## src/sv/wtsp_pkg.sv

```systemverilog
// shared constants, codes and saturation helper for the world-to-screen projection unit
package wtsp_pkg;

    localparam int FRAC_BITS   = 16;
    localparam int COEFF_WIDTH = 32;
    localparam int CW          = (COEFF_WIDTH < 32) ? COEFF_WIDTH : 32;
    localparam int MEM_DEPTH   = 32;
    localparam int MEM_AW      = 5;
    localparam int TERM_W      = 64 - FRAC_BITS;
    localparam int ACC_W       = TERM_W + 2;
    localparam int DVD_W       = 33 + FRAC_BITS;
    localparam int Q_W         = DVD_W + 1;

    localparam logic [1:0] CMD_LOAD_VIEW = 2'd0;
    localparam logic [1:0] CMD_LOAD_PROJ = 2'd1;
    localparam logic [1:0] CMD_PROJECT   = 2'd2;

    localparam logic [1:0] REG_WIN_LEFT   = 2'd0;
    localparam logic [1:0] REG_WIN_TOP    = 2'd1;
    localparam logic [1:0] REG_WIN_WIDTH  = 2'd2;
    localparam logic [1:0] REG_WIN_HEIGHT = 2'd3;

    function automatic logic signed [31:0] sat32(input logic signed [63:0] x);
        logic signed [31:0] r;
        if (x > 64'sd2147483647) begin
            r = 32'sh7fffffff;
        end else if (x < -64'sd2147483648) begin
            r = 32'sh80000000;
        end else begin
            r = x[31:0];
        end
        return r;
    endfunction

endpackage

```

## src/sv/wtsp_div.sv

```systemverilog
// radix-2 restoring divider, two dividends over one shared divisor, saturated quotients
module wtsp_div import wtsp_pkg::*; (
    input  logic               aclk,
    input  logic               aresetn,
    input  logic               start,
    input  logic signed [32:0] num_x,
    input  logic signed [32:0] num_y,
    input  logic signed [33:0] den,
    output logic               done,
    output logic signed [31:0] q_x,
    output logic signed [31:0] q_y
);

    localparam int CNT_W = $clog2(DVD_W + 1);

    logic             busy_reg;
    logic             done_reg;
    logic [CNT_W-1:0] cnt_reg;
    logic [DVD_W-1:0] dx_reg;
    logic [DVD_W-1:0] dy_reg;
    logic [33:0]      rx_reg;
    logic [33:0]      ry_reg;
    logic [32:0]      dmag_reg;
    logic             negx_reg;
    logic             negy_reg;

    logic [32:0]      absx;
    logic [32:0]      absy;
    logic [33:0]      absd;
    logic [33:0]      rx_sh;
    logic [33:0]      ry_sh;
    logic             gex;
    logic             gey;
    logic signed [Q_W-1:0] qx_mag;
    logic signed [Q_W-1:0] qy_mag;
    logic signed [Q_W-1:0] qx_s;
    logic signed [Q_W-1:0] qy_s;

    assign absx  = num_x[32] ? 33'(-num_x) : 33'(num_x);
    assign absy  = num_y[32] ? 33'(-num_y) : 33'(num_y);
    assign absd  = den[33] ? 34'(-den) : 34'(den);
    assign rx_sh = {rx_reg[32:0], dx_reg[DVD_W-1]};
    assign ry_sh = {ry_reg[32:0], dy_reg[DVD_W-1]};
    assign gex   = rx_sh >= {1'b0, dmag_reg};
    assign gey   = ry_sh >= {1'b0, dmag_reg};

    always_ff @(posedge aclk) begin
        if (!aresetn) begin
            busy_reg <= 1'b0;
            done_reg <= 1'b0;
            cnt_reg  <= '0;
        end else begin
            done_reg <= 1'b0;
            if (start) begin
                busy_reg <= 1'b1;
                cnt_reg  <= '0;
            end else if (busy_reg) begin
                cnt_reg <= cnt_reg + 1'b1;
                if (cnt_reg == CNT_W'(DVD_W - 1)) begin
                    busy_reg <= 1'b0;
                    done_reg <= 1'b1;
                end
            end
        end
    end

    always_ff @(posedge aclk) begin
        if (start) begin
            dx_reg   <= DVD_W'(absx) << FRAC_BITS;
            dy_reg   <= DVD_W'(absy) << FRAC_BITS;
            rx_reg   <= '0;
            ry_reg   <= '0;
            dmag_reg <= absd[32:0];
            negx_reg <= num_x[32] ^ den[33];
            negy_reg <= num_y[32] ^ den[33];
        end else if (busy_reg) begin
            rx_reg <= gex ? rx_sh - {1'b0, dmag_reg} : rx_sh;
            ry_reg <= gey ? ry_sh - {1'b0, dmag_reg} : ry_sh;
            dx_reg <= {dx_reg[DVD_W-2:0], gex};
            dy_reg <= {dy_reg[DVD_W-2:0], gey};
        end
    end

    assign qx_mag = {1'b0, dx_reg};
    assign qy_mag = {1'b0, dy_reg};
    assign qx_s   = negx_reg ? -qx_mag : qx_mag;
    assign qy_s   = negy_reg ? -qy_mag : qy_mag;
    assign q_x    = sat32(64'(qx_s));
    assign q_y    = sat32(64'(qy_s));
    assign done   = done_reg;

endmodule

```

## config.mk

```make
export PLATFORM = sky130hd
export DESIGN_NAME = wtsp_div
export DESIGN_NICKNAME = d
export VERILOG_FILES = /design/src/sv/wtsp_pkg.sv /design/src/sv/wtsp_div.sv
export SDC_FILE = /design/constraint.sdc
export NUM_CORES = 1
export LEC_CHECK = 0
export BUFFER_PORTS_ARGS = -buffer_cell sky130_fd_sc_hd__buf_2
export CORE_AREA = 2 2 169 171
export CTS_BUF_LIST = sky130_fd_sc_hd__clkbuf_8
export CTS_CLUSTER_DIAMETER = 60
export DETAILED_ROUTE_END_ITERATION = 8
export DIE_AREA = 0 0 171 173
export PLACE_DENSITY = 0.9
export SYNTH_ARGS = -nofsm -noshare
export SYNTH_HDL_FRONTEND = slang
export SYNTH_SLANG_ARGS = --single-unit
```

## constraint.sdc

```tcl
create_clock -name aclk -period 4 [get_ports aclk]
set_input_delay 0.6 -clock aclk [delete_from_list [all_inputs] [get_ports aclk]]
set_output_delay 0.6 -clock aclk [all_outputs]
set_load 0.05 [all_outputs]
```

Yosys cells after proc, flatten, opt, wreduce, memory -nomap -nowiden:

Cells that the tools add are included.

* reduce and logical (&&, ||, !) cells: 3
* $lt $le $gt $ge: 6
* eq/ne operators: 1
* multiply operators: 0
* shift-type cells: 0
* bitwise gates (word level): 4
* mux-type cells: 19
* divide/modulo/power cells: 0
* add/sub/neg operators: 8

Operator list (number)
* $mux 49: 4
* $mux 33: 5
* $mux 32: 4
* $gt 50x32->1 const B: 2
* $lt 50x32->1 const B: 2
* $mux 50: 2
* $neg 49->50: 2
* $neg 33->33: 3
* $ge 34x33->1: 2
* $sub 33x33->33: 2
* $add 6x1->6 const B: 1
* $eq 6x6->1 const B: 1
* $mux 1: 4
* $reduce_or 3->1: 1
* $not 1->1: 2
* $reduce_bool 2->1: 1
* $reduce_or 2->1: 1
* $xor 1x1->1: 2

* register bits after elaboration: 207
* bits in writable memories: 0
* input port bits: 103
* memories: 0
* bits in latches: 0
* word-level logic and storage cells: 53
* bits in read-only memories: 0

Depth between registers and ports, before layout:

* word-level depth: 5
* gate-level depth with buffers: 14
* gate-level depth less buffers: 12

Worst setup path before layout:

No wires, ideal clock.

* path type: register to output
* start: reg dx_reg[8]
* end: out q_x[10]
* required time: 3400 ps
* cell stages (with the launch flop): 11
* path slack: -737 ps
* path buffers: 1
* arrival time: 4137 ps
* cell sequence: dfxtp_1 > or4_1 > nand4b_1 > or3_1 > o41ai_1 > xor2_1 > or4_1 > nor3_1 > a31oi_1 > clkbuf_1 > o21ai_0

* word-level cells in the longest chain between the ends: 5
* elaborated cells between the ends (all ways): 6
* those cells by class: add/sub (1); order compare (2); mux (3)

RTL lines
* from (decl): line wtsp_div.sv:19 `logic [DVD_W-1:0] dx_reg;`
* from (signal assigned): line wtsp_div.sv:69 `dx_reg <= DVD_W'(absx) << FRAC_BITS;`
* from (signal assigned): line wtsp_div.sv:79 `dx_reg <= {dx_reg[DVD_W-2:0], gex};`
* $neg 49->50: line wtsp_div.sv:86 `assign qx_s = negx_reg ? -qx_mag : qx_mag;`
* $mux 50 (*): line wtsp_div.sv:86
* $lt 50x32->1: line wtsp_pkg.sv:27 `end else if (x < -64'sd2147483648) begin`
* $mux 32: line wtsp_pkg.sv:27
* $mux 32 (*): line wtsp_pkg.sv:25 `if (x > 64'sd2147483647) begin`
* to (decl): line wtsp_div.sv:10 `output logic signed [31:0] q_x,`

Every way passes the cells marked *; elsewhere a longest branch is shown, timed or not.

Final worst setup path:

* start: reg dy_reg[10]
* end: out q_y[26]

* word-level cells in the longest chain between the ends: 5
* elaborated cells between the ends (all ways): 6
* those cells by class: add/sub (1); order compare (2); mux (3)

RTL lines
* from (decl): line wtsp_div.sv:20 `logic [DVD_W-1:0] dy_reg;`
* from (signal assigned): line wtsp_div.sv:70 `dy_reg <= DVD_W'(absy) << FRAC_BITS;`
* from (signal assigned): line wtsp_div.sv:80 `dy_reg <= {dy_reg[DVD_W-2:0], gey};`
* $neg 49->50: line wtsp_div.sv:87 `assign qy_s = negy_reg ? -qy_mag : qy_mag;`
* $mux 50 (*): line wtsp_div.sv:87
* $lt 50x32->1: line wtsp_pkg.sv:27
* $mux 32: line wtsp_pkg.sv:27
* $mux 32 (*): line wtsp_pkg.sv:25
* to (decl): line wtsp_div.sv:11 `output logic signed [31:0] q_y`

Marks and branches as above.

==> flow_metrics.tcl <==
set metrics [dict create \
    cts-htree-levels 2 \
    fillerInstances 1729 \
    dpl_worst_slack_ps -215.3 \
    floorplan.die.height_um 173 \
    ys_top_cells_by_count "207 x sky130_fd_sc_hd__nand2_1, 182 x sky130_fd_sc_hd__o21ai_0, 148 x sky130_fd_sc_hd__xor2_1" \
    comb_power_share_pct 39.1 \
    final_global_route_overflow_total 0 \
    aggregate_global_route_resource_usage_pct 36.70 \
    cpMaxStageDelayCell "sky130_fd_sc_hd__o31ai_1" \
    clk_root_buffer_cell "sky130_fd_sc_hd__clkbuf_8" \
    buffers_on_ports 167 \
    layout.nets 2424 \
    detail_route.wl_per_cell_um 22.35 \
    areaGrowthSynthToFinish_pct 29.61 \
    synth_seq_cells 207 \
    numCtsBuffers 36 \
    worstSetupStartpointType "flop" \
    syn_nets 2136 \
    min_period_over_period_pct 132.0 \
    drive_gt1_share_pct 23.89 \
    floorplan.die.width_um 171 \
    path_cells "or4_4, or4_4, buf_4, buf_4, or3_1, or2_2, o31ai_1, xor2_1, o21ai_4, buf_8" \
    timing.critical_path.required_ps 3400 \
    synth-adder-area-share_pct 5.834 \
    clk_pin_slew_worst_paths_ps 60 \
    finalCriticalPeriod_ps 5280 \
    fmax_mhz 189.4 \
    cp-end-kind "primary output" \
    synth-compound-area-share_pct 22.12 \
    rsz_0062_raised_after_global_routing "yes" \
    switchingPower_mw 2.807 \
    synth_enable_flop_cells 101 \
    first_global_vias 16607 \
    synth.cell_area_mm2 0.01634 \
    final.hold.worst_slack_ps 287.3 \
    synth_xor_xnor_area_share_pct 12.65 \
    power_per_cell_area_mw_per_mm2 342.7 \
    finalSetupTns_ps -48400 \
    netlist.area_leader.share_pct 18.56 \
    drt_drc_violations_left 0 \
    sw_frac_of_total_pct 38.67 \
    async_flop_share_pct 0 \
    fin_worst_skew_ps 26.83 \
    post_synth_mux_area_share_pct 5.152 \
    cpPeakStageDelay_ps 1030 \
    clock_latency_ps 560 \
    drt-total-wl_um 59280 \
    finalNonFillerCells 2653 \
    final-hold-violation-count 0 \
    power_leakage_nw 8.585 \
    dieArea_mm2 0.02958 \
    placement_rows 61 \
    worst-slew-pin-transition_ps 1285 \
    dr_total_vias 17605 \
    synth_simple_gate_area_share_pct 18.40 \
    violations "negative setup slack" \
    grt_antenna_before_repair 3 \
    synthDominantAreaCellType "sky130_fd_sc_hd__edfxtp_1" \
    path_class "flop to primary output" \
    cp.arrival_ps 4680 \
    slew_viol_final 0 \
    route.antenna.remaining_nets 0 \
    critPathMaxFanout 4 \
    hold_path.class "input pin to flop" \
    p_int_mw 4.453 \
    setup_violations 62 \
    vdd.ir_drop.worst_mv 0.2399 \
    dominant_combinational_cell_family_by_area_after_synthesis "compound AO/OA/AOI/OAI gates" \
    worst-path-buf-inv 3 \
    cap_viol_max_count 0 \
    initial_cell_density_of_the_core_pct 59.15 \
    largest_net_degree_at_the_start_of_global_routing 61 \
    layout_setup_ws_ps -1280 \
    pin_count 168 \
    clkSinkCount 207 \
    run_status "complete, but fails checks" \
    dr.first_iter.drc_count 2006 \
    synth_top_cells_by_area "sky130_fd_sc_hd__edfxtp_1 19%, sky130_fd_sc_hd__dfxtp_1 13%, sky130_fd_sc_hd__xor2_1 7.9%" \
    seqPwrFrac_pct 34.9 \
    clockPowerShare_pct 25.9 \
    grt_pass1_wl_um 86750 \
    gp_routability_congestion 0.9994 \
    synth_cells 1958 \
    ys_seq_area_share_pct 31.54 \
    drt_pre_antenna_iters 7 \
    vias_per_cell 6.636 \
    cts.path.max_buffers 3 \
    yosysWarningCount 0 \
    max_slew_margin_pct 13.60 \
    postSynth.topFlopCell "sky130_fd_sc_hd__dfxtp_1" \
    post-synth-top-count-cell "sky130_fd_sc_hd__nand2_1" \
    netlist-cell-type-count 77 \
    critPathTopFamily "simple AND/OR/NAND/NOR gates" \
    cell_total_after_placement 2556 \
    dp_hpwl_um 35450 \
    core_area_mm2 0.02763 \
    tritoncts "built" \
    avgSynthCellArea_um2 8.347 \
]
routing by layer:
metal	track usage (%)	vias up	wire length, um
li1	-	7777	-
met1	41.61	8227	20630
met2	59.38	1206	26520
met3	13.69	391	7927
met4	19.99	4	4142
met5	1.839	-	59
repair_timing:
item | in CTS | in global routing
gates resized for setup | 171 | 79
endpoints found under the hold margin | 0 | 0
setup buffers | 15 | 10
hold buffers | 0 | 0
cloned | 7 | 3
endpoints found under the setup margin | 63 | 85
pin swaps | 23 | 28
placed cells by master (no fill, tap or decap), types with 35 or more instances in the layout:
cell                       netlist  final
sky130_fd_sc_hd__clkbuf_8        0     42
sky130_fd_sc_hd__xor2_1        148    148
sky130_fd_sc_hd__o21ai_0       182    150
sky130_fd_sc_hd__xnor2_1        88     86
sky130_fd_sc_hd__inv_1          75     88
sky130_fd_sc_hd__buf_2           4    104
sky130_fd_sc_hd__a21oi_1        77     77
sky130_fd_sc_hd__buf_4           3    153
sky130_fd_sc_hd__nor3_1         38     36
sky130_fd_sc_hd__nand3_1        35     35
sky130_fd_sc_hd__dfxtp_1       106    102
sky130_fd_sc_hd__or3_1          43     36
sky130_fd_sc_hd__ha_1           73     73
sky130_fd_sc_hd__buf_6           3     48
sky130_fd_sc_hd__o21ai_4         0     56
sky130_fd_sc_hd__edfxtp_1      101    101
sky130_fd_sc_hd__nor2_1        137    134
sky130_fd_sc_hd__mux2i_1        83     83
sky130_fd_sc_hd__nand2_1       207    207
sky130_fd_sc_hd__o31ai_1        60     57
path summary, 6_finish.rpt:
kind,to,start,slack [ps],depth (start not counted)
setup / recovery,q_y[26],dy_reg[10],-1280,10
hold / removal,dmag_reg[0],den[0],290,1
setup reg to reg,rx_reg[31],dx_reg[48],210,13
hold reg to reg,rx_reg[32],rx_reg[32],480,2
stage by stage:
step	util, %	instance area [um2]	power, mW
2_1_floorplan	-	17000	4.202
5_1_grt	76.66	21180	7.523
3_3_place_gp	69.30	19150	4.780
4_1_cts	75.04	20730	6.930
3_5_place_dp	69.30	19150	4.860
6_report	76.66	21180	7.260
power groups by stage:
| stage | combinational (mW) | clock (mW) | sequential (mW) |
|---|---|---|---|
| global placement | 2.23 | 0 | 2.55 |
| finish | 2.84 | 1.88 | 2.54 |
| floorplan | 1.66 | 0 | 2.54 |
| CTS | 2.53 | 1.87 | 2.52 |
| global route | 3.00 | 1.97 | 2.55 |
| detailed placement | 2.30 | 0 | 2.56 |
worst reg2reg max path: stages (launching register included):
cell and delay, ps:
sky130_fd_sc_hd__edfxtp_1 420, sky130_fd_sc_hd__inv_1 130, sky130_fd_sc_hd__ha_1 250, sky130_fd_sc_hd__fa_1 400, sky130_fd_sc_hd__nand2b_1 180, sky130_fd_sc_hd__a21oi_1 240, sky130_fd_sc_hd__o2111ai_1 210, sky130_fd_sc_hd__a31oi_1 320
sky130_fd_sc_hd__o21ba_2 220, sky130_fd_sc_hd__o21ai_0 310, sky130_fd_sc_hd__o21ai_4 400, sky130_fd_sc_hd__buf_12 230, sky130_fd_sc_hd__nand2_1 190, sky130_fd_sc_hd__o21ai_0 230
area by class of cell:
| cell class | instances | area (um2) | share of cell area [%] |
|---|---|---|---|
| multi-input combinational | 1575 | 11530 | 54.42 |
| sequential | 207 | 5162 | 24.37 |
| timing repair buffer | 350 | 3055 | 14.42 |
| clock buffer | 42 | 578.1 | 2.729 |
| tap | 378 | 473.0 | 2.233 |
| inverter | 76 | 285.3 | 1.347 |
| clock inverter | 23 | 96.34 | 0.4548 |
| antenna | 2 | 5.005 | 0.02363 |
logic make-up (layout without fill, tap and decap cells):
family | Yosys count | count (layout)
other cells | 0 | 2
flops | 207 | 207
mux | 84 | 84
buf+inv | 176 | 491
simple gates | 616 | 616
fa+ha+maj | 75 | 75
xor+xnor | 236 | 236
compound gates | 564 | 564
No activity file was read; power rests on OpenSTA's default activity.
